## src/rtl/ue2u_pkg.sv

```systemverilog
`timescale 1ns / 1ps
// ----------------------------------------------------------------------------
// ue2u_pkg: shared types and constants for the escape-to-UTF-8 decoder
// Holds the payload structs, the job word passed from front to back, the
// parser mode encoding and the character and UTF-8 constants.
// ----------------------------------------------------------------------------
package ue2u_pkg;

  // Lanes in one job: up to ten escape characters plus one trailing character.
  localparam int NUM_LANES       = 11;
  localparam int ESC_DIGITS      = 8;
  localparam int QUEUE_DEPTH_DEF = 4;

  // Character codes that steer the parser.
  localparam logic [7:0] CH_BSLASH  = 8'h5C;
  localparam logic [7:0] CH_QUOTE   = 8'h27;
  localparam logic [7:0] CH_LOWER_U = 8'h75;
  localparam logic [7:0] CH_UPPER_U = 8'h55;

  // UTF-8 range limits and byte prefixes.
  localparam logic [31:0] CP_MAX1  = 32'h0000_007F;
  localparam logic [31:0] CP_MAX2  = 32'h0000_07FF;
  localparam logic [31:0] CP_MAX3  = 32'h0000_FFFF;
  localparam logic [31:0] CP_MAX4  = 32'h0010_FFFF;
  localparam logic [7:0]  LEAD2    = 8'hC0;
  localparam logic [7:0]  LEAD3    = 8'hE0;
  localparam logic [7:0]  LEAD4    = 8'hF0;
  localparam logic [7:0]  CONT     = 8'h80;
  localparam logic [7:0]  CONT_MSK = 8'h3F;

  // Parser mode.
  typedef enum logic [1:0] {
    MODE_PLAIN,
    MODE_ESC,
    MODE_SHORT,
    MODE_LONG
  } mode_t;

  // Input transfer payload.
  typedef struct packed {
    logic [7:0] char_in;
    logic       string_last;
  } text_t;

  // Output transfer payload.
  typedef struct packed {
    logic [7:0] out_byte;
    logic       byte_valid;
    logic       run_last;
    logic       string_end;
    logic       range_error;
  } utf_t;

  // One input character's worth of output: bytes with a lane mask. An empty
  // mask with last set is a bare end marker.
  typedef struct packed {
    logic [NUM_LANES-1:0][7:0] bytes;
    logic [NUM_LANES-1:0]      mask;
    logic                      last;
    logic                      err;
  } job_t;

endpackage

```

## src/rtl/unicode_escape_to_utf8.sv

```systemverilog
`timescale 1ns / 1ps
// ----------------------------------------------------------------------------
// unicode_escape_to_utf8: escape sequence to UTF-8 decoder, top level
// Path: the results of a character pass through the job queue, the
//   emitter's job register and the output register.
// Throughput: one character per cycle while each yields at most one byte
//   and the output is not stalled; the emitter sends one result per cycle
//   while unstalled, and the queue absorbs a character with several results.
// Reset: synchronous, clears the parser, the queue and the output valid.
// ----------------------------------------------------------------------------
module unicode_escape_to_utf8 #(
  parameter int QUEUE_DEPTH = ue2u_pkg::QUEUE_DEPTH_DEF
) (
  input  logic             clk,
  input  logic             rst,
  input  logic             text_valid,
  input  ue2u_pkg::text_t  text,
  output logic             text_stall,
  output logic             utf_valid,
  output ue2u_pkg::utf_t   utf,
  input  logic             utf_stall
);
  import ue2u_pkg::*;

  logic q_full;
  logic push;
  job_t push_job;
  logic pop;
  logic head_valid;
  job_t head_job;

  // Parser.
  ue2u_front u_front (
    .clk        (clk),
    .rst        (rst),
    .text_valid (text_valid),
    .text       (text),
    .text_stall (text_stall),
    .q_full     (q_full),
    .push       (push),
    .job        (push_job)
  );

  // Job queue.
  ue2u_queue #(
    .DEPTH (QUEUE_DEPTH)
  ) u_queue (
    .clk        (clk),
    .rst        (rst),
    .push       (push),
    .push_job   (push_job),
    .full       (q_full),
    .pop        (pop),
    .head_valid (head_valid),
    .head_job   (head_job)
  );

  // Emitter.
  ue2u_back u_back (
    .clk        (clk),
    .rst        (rst),
    .head_valid (head_valid),
    .head_job   (head_job),
    .pop        (pop),
    .utf_valid  (utf_valid),
    .utf        (utf),
    .utf_stall  (utf_stall)
  );

endmodule

```

## src/rtl/ue2u_front.sv

```systemverilog
`timescale 1ns / 1ps
// ----------------------------------------------------------------------------
// ue2u_front: escape parser
// Takes one character per cycle while the job queue is not full, tracks
// the escape state and turns each character into a job word listing its bytes.
// ----------------------------------------------------------------------------
module ue2u_front (
  input  logic             clk,
  input  logic             rst,
  input  logic             text_valid,
  input  ue2u_pkg::text_t  text,
  output logic             text_stall,
  input  logic             q_full,
  output logic             push,
  output ue2u_pkg::job_t   job
);
  import ue2u_pkg::*;

  mode_t       mode, mode_next;
  logic [3:0]  dc, dc_next;
  logic [31:0] acc, acc_next;
  logic        err_seen, err_next;
  logic [7:0]  digits [ESC_DIGITS];

  logic        accept;
  logic [7:0]  c;
  logic        last;
  logic        is_hex;
  logic [3:0]  hex_val;
  logic [31:0] acc_shift;
  logic [3:0]  dc_inc;
  logic        digit_done;
  logic        cp_ok;
  logic        digit_wr;

  logic [3:0]  flush_len;
  logic [3:0][7:0] dbytes;
  logic [3:0]  dmask;
  logic        tail;
  logic [7:0]  dig_view [ESC_DIGITS];
  logic [9:0][7:0] esc_text;

  assign c          = text.char_in;
  assign last       = text.string_last;
  assign text_stall = q_full;
  assign accept     = text_valid && !q_full;

  // Hex digit decode.
  always_comb begin
    is_hex  = 1'b1;
    hex_val = 4'd0;
    if (c >= 8'h30 && c <= 8'h39) begin
      hex_val = 4'(c - 8'h30);
    end else if (c >= 8'h61 && c <= 8'h66) begin
      hex_val = 4'(c - 8'h57);
    end else if (c >= 8'h41 && c <= 8'h46) begin
      hex_val = 4'(c - 8'h37);
    end else begin
      is_hex = 1'b0;
    end
  end

  // Shared datapath of the digit states.
  assign acc_shift  = {acc[27:0], hex_val};
  assign dc_inc     = dc + 4'd1;
  assign digit_done = (mode == MODE_SHORT && dc_inc == 4'd4) ||
                      (mode == MODE_LONG && dc_inc == 4'd8);
  assign cp_ok      = acc_shift <= CP_MAX4;
  assign digit_wr   = (mode == MODE_SHORT || mode == MODE_LONG) && is_hex;

  // Next state of the parser, before the end-of-string clear.
  always_comb begin
    mode_next = mode;
    dc_next   = dc;
    acc_next  = acc;
    err_next  = err_seen;
    unique case (mode) inside
      MODE_PLAIN: begin
        if (c == CH_BSLASH) begin
          mode_next = MODE_ESC;
          dc_next   = 4'd0;
          acc_next  = '0;
        end
      end
      MODE_ESC: begin
        dc_next  = 4'd0;
        acc_next = '0;
        if (c == CH_LOWER_U) begin
          mode_next = MODE_SHORT;
        end else if (c == CH_UPPER_U) begin
          mode_next = MODE_LONG;
        end else begin
          mode_next = MODE_PLAIN;
        end
      end
      MODE_SHORT, MODE_LONG: begin
        if (!is_hex) begin
          mode_next = (c == CH_BSLASH) ? MODE_ESC : MODE_PLAIN;
          dc_next   = 4'd0;
          acc_next  = '0;
        end else if (digit_done) begin
          mode_next = MODE_PLAIN;
          dc_next   = 4'd0;
          acc_next  = '0;
          if (!cp_ok) begin
            err_next = 1'b1;
          end
        end else begin
          acc_next = acc_shift;
          dc_next  = dc_inc;
        end
      end
      default: begin
        mode_next = MODE_PLAIN;
      end
    endcase
  end

  // Escape text as it stands including this character's digit.
  always_comb begin
    for (int i = 0; i < ESC_DIGITS; i++) begin
      dig_view[i] = (digit_wr && dc[2:0] == 3'(i)) ? c : digits[i];
    end
    esc_text[0] = CH_BSLASH;
    if (mode == MODE_ESC) begin
      esc_text[1] = c;
    end else if (mode == MODE_SHORT) begin
      esc_text[1] = CH_LOWER_U;
    end else begin
      esc_text[1] = CH_UPPER_U;
    end
    for (int i = 0; i < ESC_DIGITS; i++) begin
      esc_text[i + 2] = dig_view[i];
    end
  end

  // Bytes produced by this character.
  always_comb begin
    flush_len = 4'd0;
    dbytes    = '0;
    dmask     = 4'b0000;
    tail      = 1'b0;
    unique case (mode) inside
      MODE_PLAIN: begin
        if (c != CH_BSLASH) begin
          dbytes[0] = c;
          dmask     = 4'b0001;
        end else if (last) begin
          flush_len = 4'd1;
        end
      end
      MODE_ESC: begin
        if (c == CH_LOWER_U || c == CH_UPPER_U) begin
          if (last) begin
            flush_len = 4'd2;
          end
        end else begin
          dbytes[0] = CH_BSLASH;
          dbytes[1] = c;
          dmask     = {2'b00, c != CH_BSLASH, c != CH_QUOTE};
        end
      end
      MODE_SHORT, MODE_LONG: begin
        if (!is_hex) begin
          // Bad digit: escape text goes out, then c unless it opens an escape.
          flush_len = 4'd2 + dc;
          tail      = (c != CH_BSLASH) || last;
        end else if (digit_done) begin
          if (!cp_ok) begin
            flush_len = 4'd10;
          end else if (acc_shift <= CP_MAX1) begin
            dbytes[0] = acc_shift[7:0];
            dmask     = 4'b0001;
          end else if (acc_shift <= CP_MAX2) begin
            dbytes[0] = LEAD2 | {3'b000, acc_shift[10:6]};
            dbytes[1] = CONT | ({2'b00, acc_shift[5:0]} & CONT_MSK);
            dmask     = 4'b0011;
          end else if (acc_shift <= CP_MAX3) begin
            dbytes[0] = LEAD3 | {4'b0000, acc_shift[15:12]};
            dbytes[1] = CONT | {2'b00, acc_shift[11:6]};
            dbytes[2] = CONT | {2'b00, acc_shift[5:0]};
            dmask     = 4'b0111;
          end else begin
            dbytes[0] = LEAD4 | {5'b00000, acc_shift[20:18]};
            dbytes[1] = CONT | {2'b00, acc_shift[17:12]};
            dbytes[2] = CONT | {2'b00, acc_shift[11:6]};
            dbytes[3] = CONT | {2'b00, acc_shift[5:0]};
            dmask     = 4'b1111;
          end
        end else if (last) begin
          flush_len = 4'd2 + dc_inc;
        end
      end
      default: begin
        flush_len = 4'd0;
      end
    endcase
  end

  // Job assembly; zero bytes are masked off here.
  always_comb begin
    job.last = last;
    job.err  = err_next;
    for (int i = 0; i < 10; i++) begin
      if (flush_len != 4'd0) begin
        job.bytes[i] = esc_text[i];
        job.mask[i]  = 4'(i) < flush_len;
      end else if (i < 4) begin
        job.bytes[i] = dbytes[i];
        job.mask[i]  = dmask[i] && (dbytes[i] != 8'h00);
      end else begin
        job.bytes[i] = 8'h00;
        job.mask[i]  = 1'b0;
      end
    end
    job.bytes[NUM_LANES-1] = c;
    job.mask[NUM_LANES-1]  = tail && (c != 8'h00);
  end

  assign push = accept && ((job.mask != '0) || last);

  // Parser state registers; the end of a string returns everything to reset.
  always_ff @(posedge clk) begin
    if (rst) begin
      mode     <= MODE_PLAIN;
      dc       <= 4'd0;
      acc      <= '0;
      err_seen <= 1'b0;
    end else if (accept) begin
      if (last) begin
        mode     <= MODE_PLAIN;
        dc       <= 4'd0;
        acc      <= '0;
        err_seen <= 1'b0;
      end else begin
        mode     <= mode_next;
        dc       <= dc_next;
        acc      <= acc_next;
        err_seen <= err_next;
      end
    end
  end

  // Digit text of the current escape.
  always_ff @(posedge clk) begin
    if (accept && digit_wr) begin
      digits[dc[2:0]] <= c;
    end
  end

  a_clear_at_end: assert property (@(posedge clk) disable iff (rst)
    accept && last |=> mode == MODE_PLAIN && !err_seen && dc == 4'd0)
    else $error("parser state not cleared after the end of a string");

  a_no_digits_outside: assert property (@(posedge clk) disable iff (rst)
    (mode == MODE_PLAIN || mode == MODE_ESC) |-> dc == 4'd0)
    else $error("digit count set outside a hex escape");

  a_push_room: assert property (@(posedge clk) disable iff (rst)
    push |-> !q_full)
    else $error("job pushed into a full queue");

endmodule

```

## src/rtl/ue2u_queue.sv

```systemverilog
`timescale 1ns / 1ps
// ----------------------------------------------------------------------------
// ue2u_queue: job queue
// Short first-in first-out buffer of job words between parser and emitter.
// ----------------------------------------------------------------------------
module ue2u_queue #(
  parameter int DEPTH = ue2u_pkg::QUEUE_DEPTH_DEF
) (
  input  logic            clk,
  input  logic            rst,
  input  logic            push,
  input  ue2u_pkg::job_t  push_job,
  output logic            full,
  input  logic            pop,
  output logic            head_valid,
  output ue2u_pkg::job_t  head_job
);
  import ue2u_pkg::*;

  localparam int PW = (DEPTH > 1) ? $clog2(DEPTH) : 1;
  localparam int CW = $clog2(DEPTH + 1);

  job_t          slots [DEPTH];
  logic [PW-1:0] wr_ptr, rd_ptr;
  logic [CW-1:0] count;
  logic          do_push, do_pop;

  assign full       = count == CW'(DEPTH);
  assign head_valid = count != '0;
  assign head_job   = slots[rd_ptr];
  assign do_push    = push && !full;
  assign do_pop     = pop && head_valid;

  // Pointers and fill count.
  always_ff @(posedge clk) begin
    if (rst) begin
      wr_ptr <= '0;
      rd_ptr <= '0;
      count  <= '0;
    end else begin
      if (do_push) begin
        wr_ptr <= (wr_ptr == PW'(DEPTH - 1)) ? '0 : wr_ptr + PW'(1);
      end
      if (do_pop) begin
        rd_ptr <= (rd_ptr == PW'(DEPTH - 1)) ? '0 : rd_ptr + PW'(1);
      end
      if (do_push && !do_pop) begin
        count <= count + CW'(1);
      end else if (do_pop && !do_push) begin
        count <= count - CW'(1);
      end
    end
  end

  // Job storage.
  always_ff @(posedge clk) begin
    if (do_push) begin
      slots[wr_ptr] <= push_job;
    end
  end

  a_count_bound: assert property (@(posedge clk) disable iff (rst)
    count <= CW'(DEPTH))
    else $error("queue count beyond depth");

  a_pop_nonempty: assert property (@(posedge clk) disable iff (rst)
    pop |-> head_valid)
    else $error("pop from an empty queue");

  a_count_step: assert property (@(posedge clk) disable iff (rst)
    do_push && !do_pop |=> count == $past(count) + CW'(1))
    else $error("queue count did not follow a push");

endmodule

```

## src/rtl/ue2u_back.sv

```systemverilog
`timescale 1ns / 1ps
// ----------------------------------------------------------------------------
// ue2u_back: byte emitter
// Walks the lanes of one job at a time and sends one result per cycle
// through an output register while the output is not stalled.
// ----------------------------------------------------------------------------
module ue2u_back (
  input  logic            clk,
  input  logic            rst,
  input  logic            head_valid,
  input  ue2u_pkg::job_t  head_job,
  output logic            pop,
  output logic            utf_valid,
  output ue2u_pkg::utf_t  utf,
  input  logic            utf_stall
);
  import ue2u_pkg::*;

  job_t                 cur;
  logic                 cur_busy;
  logic [NUM_LANES-1:0] low;
  logic [NUM_LANES-1:0] rest;
  logic [7:0]           sel_byte;
  logic                 out_free;
  logic                 fire;
  logic                 done;

  // Lowest pending lane and what remains after it.
  always_comb begin
    low      = cur.mask & (~cur.mask + NUM_LANES'(1));
    rest     = cur.mask & ~low;
    sel_byte = 8'h00;
    for (int i = 0; i < NUM_LANES; i++) begin
      sel_byte = sel_byte | (cur.bytes[i] & {8{low[i]}});
    end
  end

  assign out_free = !utf_valid || !utf_stall;
  assign fire     = cur_busy && out_free;
  assign done     = fire && (rest == '0);
  assign pop      = head_valid && (!cur_busy || done);

  // Current job register.
  always_ff @(posedge clk) begin
    if (rst) begin
      cur_busy <= 1'b0;
    end else if (pop) begin
      cur_busy <= 1'b1;
    end else if (done) begin
      cur_busy <= 1'b0;
    end
  end

  always_ff @(posedge clk) begin
    if (pop) begin
      cur <= head_job;
    end else if (fire) begin
      cur.mask <= rest;
    end
  end

  // Output register.
  always_ff @(posedge clk) begin
    if (rst) begin
      utf_valid <= 1'b0;
    end else if (fire) begin
      utf_valid <= 1'b1;
    end else if (!utf_stall) begin
      utf_valid <= 1'b0;
    end
  end

  always_ff @(posedge clk) begin
    if (fire) begin
      utf.out_byte    <= sel_byte;
      utf.byte_valid  <= cur.mask != '0;
      utf.run_last    <= rest == '0;
      utf.string_end  <= (rest == '0) && cur.last;
      utf.range_error <= cur.err;
    end
  end

  a_marker_is_last: assert property (@(posedge clk) disable iff (rst)
    cur_busy && cur.mask == '0 |-> cur.last)
    else $error("empty job that does not end a string");

  a_marker_shape: assert property (@(posedge clk) disable iff (rst)
    utf_valid && !utf.byte_valid |-> utf.run_last && utf.string_end)
    else $error("end marker without run and string end");

  a_end_closes_run: assert property (@(posedge clk) disable iff (rst)
    utf_valid && utf.string_end |-> utf.run_last)
    else $error("string end on a result that is not the last of its run");

endmodule

```

## config.mk

```make
export PLATFORM = sky130hd
export DESIGN_NAME = unicode_escape_to_utf8
export DESIGN_NICKNAME = d
export VERILOG_FILES = /design/src/rtl/ue2u_pkg.sv /design/src/rtl/unicode_escape_to_utf8.sv /design/src/rtl/ue2u_front.sv /design/src/rtl/ue2u_queue.sv /design/src/rtl/ue2u_back.sv
export SDC_FILE = /design/constraint.sdc
export NUM_CORES = 1
export LEC_CHECK = 0
export ABC_AREA = 1
export ABC_CLOCK_PERIOD_IN_PS = 7700
export BUFFER_PORTS_ARGS = -buffer_cell sky130_fd_sc_hd__buf_2
export CAP_MARGIN = 30
export CORE_AREA = 2 2 270 246
export CTS_CLUSTER_SIZE = 8
export DETAILED_ROUTE_END_ITERATION = 8
export DIE_AREA = 0 0 272 248
export PLACE_DENSITY = 0.67
export SLEW_MARGIN = 20
export SYNTH_ARGS = -nofsm -noshare
export SYNTH_HDL_FRONTEND = slang
export SYNTH_SLANG_ARGS = --single-unit
```

## constraint.sdc

```tcl
create_clock -name clk -period 7.7 [get_ports clk]
set_clock_uncertainty 0.15 [all_clocks]
set_input_delay 0.385 -clock clk [delete_from_list [all_inputs] [get_ports clk]]
set_output_delay 0.385 -clock clk [all_outputs]
set_load 0.01 [all_outputs]
```

# == After elaboration in Yosys (flattened, before gate mapping) ==
# Memories as Yosys holds them, arrays and structs flattened. A register that Yosys moved wholly into a read port is not among the register bits.
# Index checks and enable logic that the tools add are counted.
# word_totals
wordCells,280
output_inout_bits,14
register_bits,157
mem_bits_rw,468
mem_count,2
in_bits,13
# op_classes
muxes,109
n_reduce_logical,62
bitwise_logic,25
addsub,11
n_eq_ne,23
n_lt_le_gt_ge,20
# memory_table
name,depth,width,read_ports,rd_clocked_by_memory_dff,wr,line_no,rtl
u_queue.slots,4,101,1,1,1,ue2u_queue.sv:23,job_t slots [DEPTH];
u_front.digits,8,8,8,0,1,ue2u_front.sv:23,logic [7:0] digits [ESC_DIGITS];
# ops
operator,n
8-bit 2-to-1 mux,22
28-bit 2-to-1 mux,4
32-bit 2-to-1 mux,3
8-bit bitwise AND,11
28-bit case mux with 3 select lines,1
8-bit bitwise OR,10
4-bit 2-to-1 mux,18
16-bit 2-to-1 mux,4
8-bit nonzero test,5
4-bit case mux with 3 select lines,3
"32-bit by 11-bit <= comparator with 1-bit output, second input constant",1
"32-bit by 16-bit <= comparator with 1-bit output, second input constant",1
"32-bit by 21-bit <= comparator with 1-bit output, second input constant",1
"32-bit by 7-bit <= comparator with 1-bit output, second input constant",1
1-bit 2-to-1 mux,31
1-bit logical AND,30
2-bit 2-to-1 mux,13
"8-bit by 7-bit == test with 1-bit output, second input constant",3
24-bit 2-to-1 mux,1
8-bit case mux with 3 select lines,1
11-bit bitwise AND,2
11-bit 2-to-1 mux,2
22-bit 2-to-1 mux,1
11-bit inverter,2
other kinds (43),79

# == Depth between registers and ports, before layout ==
# Gate-level depths: netlist of the first run.
# depth
ltp_word,24
mapped_depth,28
mapped_depth_nobuf,27

# == Modules after synthesis ==
# Synthesis of the first run repeated with hierarchy kept, for this count alone.
# unflattened
cells_unflattened,2203
area_unflattened_um2,27045.9
# modules_own_cells
module,cells_each,n_inst,seq_area_each_um2,area_per_inst_um2
ue2u_queue,1047,1,12311.8,16265.6
ue2u_front,801,1,2622.5,6189.7
ue2u_back,355,1,3433.3,4590.7

# == Worst setup path before layout of the first run ==
# No wires, ideal clock.
# synth_path
path_type,reg-to-reg
startpoint,reg u_front.dc[2]
endpoint,"mem u_queue.slots[0][0] (netlist bit), enable pin"
setup_time_ns,0.562
stages_incl_launch_ff,22
n_path_buf,0
required_time_ns,6.988
synth_period_minus_slack_ns,7.263
arrival_ns,6.551
path_slack_ns,0.437
path_cell_list,dfxtp_1 inv_1 ha_1 inv_1 nand2_1 nand2_1 nand2_1 nor2_4 nand3_2 nor2_4 nand2_4 nor2_1 nor2_1 nand2_1 nor2_1 nand2_1 nand2_1 nand2_2 nor2_1 nor2_2 inv_2 nor2_1
# synth_rtl
element,line_no,rtl
"start, declared",ue2u_front.sv:20,"logic [3:0] dc, dc_next;"
"start signal, assigned",ue2u_front.sv:237,dc <= dc_next;
"end, declared",ue2u_queue.sv:23,

==> impl_metrics.ini, run 1 <==
[status]
outcome = finished, final reports clean

[route]
drt_iter0_drc = 1765
ant_nets = 0
drc_errors = 0
wl_mm = 65.45
dr.pass1.iters = 5
vias = 16688
wl_per_cell_um = 21.36
viasPerCell = 5.446

[synth]
yosys_warnings = 0
synth-seq-cells = 627
synth_top_area_frac = 0.6814
synth-seq-area-share = 0.7173
synth_area_leaders = edfxtp_1 68%, nand2_1 4.9%, o21ai_0 4.8%
synth_nets = 2179
synth-main-ff-cell = edfxtp_1
synth_area_per_cell_um2 = 11.95
synth_top_cell_by_area = edfxtp_1
synth_area_um2 = 25610
postSynthCellCount = 2142
async_flop_share = 0
ys_types = 46
synth_edf_count = 581

[cts]
cts-buffers-inserted = 88
clock-root-buffer = clkbuf_16
clk_pin_slew_ns = 0.05
cts_htree_levels = 3
cts_tree = built
clockBufferDepth = 3
cts_sinks = 627
clk_latency_ns = 0.62

[floorplanning]
die_h_um = 248
io-pin-count = 27
initial_core_util = 0.3958
placementRows = 89
core_area_um2 = 64700
die_w_um = 272
die_area_um2 = 67460

[global_route]
grt_pass1_wl_mm = 98.11
grt_overflow = 0
antenna_found_initial = 1
grt_pass1_vias = 15869
grt.total_usage = 0.1944
grt_max_degree = 102

[final_layout]
final_util = 0.4497
nNetsFinal = 2219
seq_area_um2 = 18380
area_delta_synth_final_pct = 13.62
fillers = 5723
multi_input_area_um2 = 6371
drive_above_1_share = 0.09641

[sta]
worst_slew_pin_slew_ns = 1.040
finalCritPeriodShare = 0.5974
min_period_ns = 4.600
slew_viol_final = 0
rsz0062_at_grt = false
whs_ns = 0.03133
setup_tns_ns = 0
finalSetupViolations = 0
max_slew_margin = 0.2996
timing.final.ws_setup_ns = 3.100
max_freq_mhz = 217.4
final_hold_viol_count = 0

[placement]
dpl_worst_slack_ns = 2.740
io_buffers = 26
routabilityCongestion = 0.9236
place_hpwl_mm = 39.45

[power_and_ir_drop]
peakVddDrop_uv = 201.3
clkPwrFrac = 0.317
p_int_mw = 7.329
p_leak_nw = 10.21
p_total_mw = 10.73
p_sw_frac = 0.3169
combPwrFrac = 0.225
switchingPower_mw = 3.400
power_density_nw_per_um2 = 368.8
p_seq_frac = 0.459

[setup_path]
crit_type = register to register
crit_arrival_ns = 4.68
cp.required_ns = 7.78
cp-start-kind = register
critPathMaxFanout = 70
end_kind = register

[run]
maxCapViolations = 0

[hold_path]
min_path_type = primary input to register
## per-layer routing
layer  part of all wire  global-route usage  routed length (um)
met1               0.43              0.2762               28190
met2               0.46              0.3025               30070
met3              0.082             0.02961                5383
met4              0.028             0.07450                1804
met5            0.00011                   0                   7
## path summary, 6_finish.rpt
| path | start | to | slack (ns) | cells past startpoint |
|---|---|---|---|---|
| worst min register to register | u_back.cur[0] | u_back.utf[0] | 0.28 | 0 |
| worst min-delay path | text[7] | u_front.digits[3][6] | 0.03 | 1 |
| worst max-delay path | u_front.dc[2] | u_queue.slots[1][20] | 3.10 | 21 |
| worst max register to register | u_front.dc[2] | u_queue.slots[1][20] | 3.10 | 21 |
## area by class of cell
class / instances / share of cell area
Timing Repair Buffer: 50 / 0.01368
Tap cell: 864 / 0.03716
Clock buffer: 100 / 0.07797
Inverter: 123 / 0.01630
Sequential cell: 627 / 0.6316
Multi-Input combinational cell: 1292 / 0.2190
Antenna cell: 1 / 0.00008601
Clock inverter: 7 / 0.004215
## cell usage after synthesis (3+ instances only)
cell	n
inv_2	13
buf_4	3
nand2_2	11
a221oi_1	13
nor3_1	8
nand3_1	53
buf_2	15
nand2_4	3
nor3_2	4
a22o_1	9
o21bai_1	8
inv_1	108
nor2_2	8
o22ai_1	112
a21oi_1	95
buf_6	4
o21ai_1	6
edfxtp_1	581
dfxtp_1	46
ha_1	23
nand4_1	15
clkbuf_1	77
nor2_4	10
nor2_1	313
o21ai_0	246
nand2_1	331
## registers in the layout (all words and copies together) (netlist names), named ones only
| name | cells |
|---|---|
| u_queue.wr_ptr | 2 |
| u_front.mode | 2 |
| u_back.utf | 12 |
| u_front.dc | 4 |
| u_front.err_seen | 1 |
| u_front.acc | 28 |
| u_back.cur | 101 |
| u_queue.rd_ptr | 2 |
| u_front.digits | 64 |
| u_queue.count | 3 |
| u_queue.slots | 404 |
| u_back.utf_valid | 1 |
| u_back.cur_busy | 1 |
## cells by family after synthesis
family / synth area share
flip-flops: 0.7173
AND/OR/NAND/NOR: 0.1258
buffers and inverters: 0.03533
adder cells (fa/ha/maj): 0.01202
XOR/XNOR: 0.0003421
AO/OA/AOI/OAI: 0.1092
## worst max-delay path, cell delays in order (launching register included)
cell      delay [ns]
dfxtp_1         0.48
inv_1           0.21
ha_1            0.33
inv_1           0.12
nand2_1         0.07
nand2_1         0.07
nand2_1         0.07
nor2_4          0.15
nand3_2         0.10
nor2_4          0.27
nand2_4         0.09
o21bai_1        0.22
nor2_1          0.07
nand2_1         0.12
nand2_1         0.08
nand2_2         0.10
nor2_1          0.07
nor2_2          0.17
inv_2           0.14
nor2_4          0.41
buf_12          0.25
buf_12          0.42
## power by group through the flow
stage	sequential [mW]	combinational (mW)	clock [mW]
global route	4.97	2.65	3.60
finish	4.92	2.41	3.40
global placement	4.95	2.33	0
CTS	4.92	2.41	3.45
detailed placement	4.98	2.40	0
floorplan	4.87	1.59	0
## cell usage in the layout, fill, tap and decap left out, drive strengths merged
| cell type | n |
|---|---|
| edfxtp | 581 |
| nand2 | 345 |
| nor2 | 331 |
| o21ai | 252 |
| inv | 123 |
| o22ai | 112 |
| clkbuf | 100 |
| a21oi | 95 |
| nand3 | 56 |
| buf | 48 |
| dfxtp | 46 |
| ha | 23 |
| nand4 | 15 |
| a221oi | 13 |
| nor3 | 12 |
| a22o | 9 |
| o21bai | 8 |
| clkinv | 7 |
| a31oi | 3 |
| or2 | 2 |
| nand3b | 2 |
| a22oi | 2 |
| a2111oi | 2 |
| a211oi | 2 |
| dlygate4sd3 | 2 |
| nor4 | 2 |
| diode | 1 |
| xor2 | 1 |
| a21boi | 1 |
| o41ai | 1 |
| and2 | 1 |
| a2bb2oi | 1 |
| fa | 1 |
## timing repair
action                    CTS  global route
hold endpoints to repair    5             0
setup buffers               0             0
hold buffers                2             0
resized for setup           0             0
## stage by stage
| step | area [um2] | instances |
|---|---|---|
| after floorplan | 25610 | 2142 |
| after global placement | 26610 | 2950 |
| after detailed placement | 26670 | 2953 |
| after CTS | 29080 | 3062 |
| after global routing | 29090 | 3063 |
| final | 29090 | 3064 |
No activity file was read; power rests on OpenSTA's default activity.
==> run 2, diff against run 1 <==
ABC_CLOCK_PERIOD_IN_PS = 4200   (was 7700)
clock period = 4.2 ns   (was 7.7 ns; I/O delays follow)
==> impl_metrics.ini, run 2 (synthesized netlist as in run 1, its figures left out) <==
[status]
outcome = finished, final reports clean

[setup_path]
cp-start-kind = register
cpLargestDelayFamily = simple AND/OR/NAND/NOR gates
crit_top_cell = nand2_1
critPathMaxFanout = 8
cpPeakStageDelay_ns = 0.44
crit_buf_inv = 2
crit_type = register to register
slowest_stage = fa_1
end_kind = register
crit_arrival_ns = 4.25
cp.required_ns = 4.56
path_cells = ha_4, ha_4, inv_2, nand2_1, nand2_1, nand2_2, nor2_4, nand4_1, o21ai_1, nor2_1, nand2_1, nor2_1, nand2_1, nand2_1, nand2_2, nor2_2, nor2_2, ha_1, inv_1, fa_1, a21oi_1, o21ai_0, o21ai_1, a21oi_1

[sta]
setup_tns_ns = 0
whs_ns = 0.1813
min_period_ns = 3.884
final_hold_viol_count = 0
max_slew_margin = 0.3421
max_freq_mhz = 257.5
finalCritPeriodShare = 0.9248
worst_slew_pin_slew_ns = 0.9869
slew_viol_final = 0
finalSetupViolations = 0

[route]
viasPerCell = 5.445
highest_layer = met4
wl_met2_mm = 31.37
drt_iter0_drc = 1961
wl_mm = 66.93
vias = 17074
dr.pass1.iters = 5
wl_per_cell_um = 21.34
wl_met1_mm = 28.80
wl_met3_mm = 5.190
drc_errors = 0
ant_nets = 0

[power_and_ir_drop]
p_total_mw = 19.98
p_leak_nw = 10.54
peakVddDrop_uv = 338.7
power_density_nw_per_um2 = 671.6

[global_route]
grt_overflow = 0
grt.total_usage = 0.1985
grt_max_degree = 201
grt_pass1_wl_mm = 100.4
antenna_found_initial = 0
grt_pass1_vias = 16279

[placement]
dp.cells = 2997
io_buffers = 26
routabilityCongestion = 0.8863
place_hpwl_mm = 41.45

[cts]
cts_htree_levels = 3
clk_pin_slew_ns = 0.05
cts_tree = built
cts-buffers-inserted = 88
cts_sinks = 627
clock-root-buffer = clkbuf_16
clockBufferDepth = 3
clk_latency_ns = 0.63

[final_layout]
n_antenna_cell = 0
drive_above_1_share = 0.1180
area_delta_synth_final_pct = 16.16
nNetsFinal = 2276
final_cells = 3136
most-common-layout-cells = 581 x edfxtp_1, 329 x nand2_1, 308 x nor2_1
final_util = 0.4597
largest_register = u_queue.slots
final_common_cell = edfxtp_1
largest_register_ffs = 404

[floorplanning]
initial_core_util = 0.3958
die_area_um2 = 67460
io-pin-count = 27
core_area_um2 = 64700
placementRows = 89
die_w_um = 272
die_h_um = 248

[hold_path]
min_path_type = primary input to register

[run]
maxCapViolations = 0
[run 2: cell count changes in the layout (fill, tap and decap cells not counted), moves of 3 or more]
cell	before	now
buf_4	14	52
clkbuf_1	11	27
dlygate4sd3_1	2	12
buf_12	6	14
dfxtp_1	44	41
dfxtp_4	2	5
inv_1	106	103
inv_2	14	17
[run 2: repair_timing]
action | 4_1_cts | 5_1_grt
buffers inserted | 0 | 2
endpoints found under the setup margin | 0 | 1
endpoints found under the hold margin | 92 | 0
resized for setup | 0 | 3
hold buffers | 12 | 0
[run 2: metrics by stage]
| stage | worst slack, ns | area [um2] |
|---|---|---|
| floorplan | -0.1473 | 25670 |
| detailed placement | 0.2848 | 27120 |
| global route | -0.004774 | 29740 |
| CTS | 0.2996 | 29690 |
| finish | 0.3159 | 29740 |
| global placement | 0.2265 | 27120 |
[run 2: cell type report]
type / count / area, um2
Fill cell: 5670 / 34950
Sequential cell: 627 / 18390
Multi-Input combinational cell: 1293 / 6402
Clock buffer: 118 / 2367
Tap cell: 864 / 1081
Timing Repair Buffer: 106 / 953.4
Inverter: 123 / 474.2
Clock inverter: 5 / 80.08
[run 2: path summary, 6_finish.rpt]
path | slack, ns | from | end | cells past startpoint
worst max-delay path | 0.32 | u_front.dc[1] | u_queue.count[2] | 24
worst min-delay path | 0.18 | text_valid | u_front.mode[1] | 5
worst max register to register | 0.32 | u_front.dc[1] | u_queue.count[2] | 24
worst min register to register | 0.29 | u_back.cur[0] | u_back.utf[0] | 0
[run 2: metal layers]
| metal | up-vias | global-route usage |
|---|---|---|
| met4 | 0 | 0.06755 |
| met3 | 104 | 0.02961 |
| li1 | 7854 | - |
| met2 | 729 | 0.3145 |
| met1 | 8387 | 0.2809 |
| met5 | - | 0 |
[run 2: power by group]
group | switching [mW] | internal [mW]
sequential | 0.445 | 8.50
combinational | 3.39 | 1.31
clock | 2.47 | 3.87
total | 6.30 | 13.7
[run 2: worst min-delay path, delay by kind of cell]
family / cells / cell delay (ns)
buffers and inverters: 1 / 0.10
AND/OR/NAND/NOR: 1 / 0.16
AO/OA/AOI/OAI: 3 / 0.43
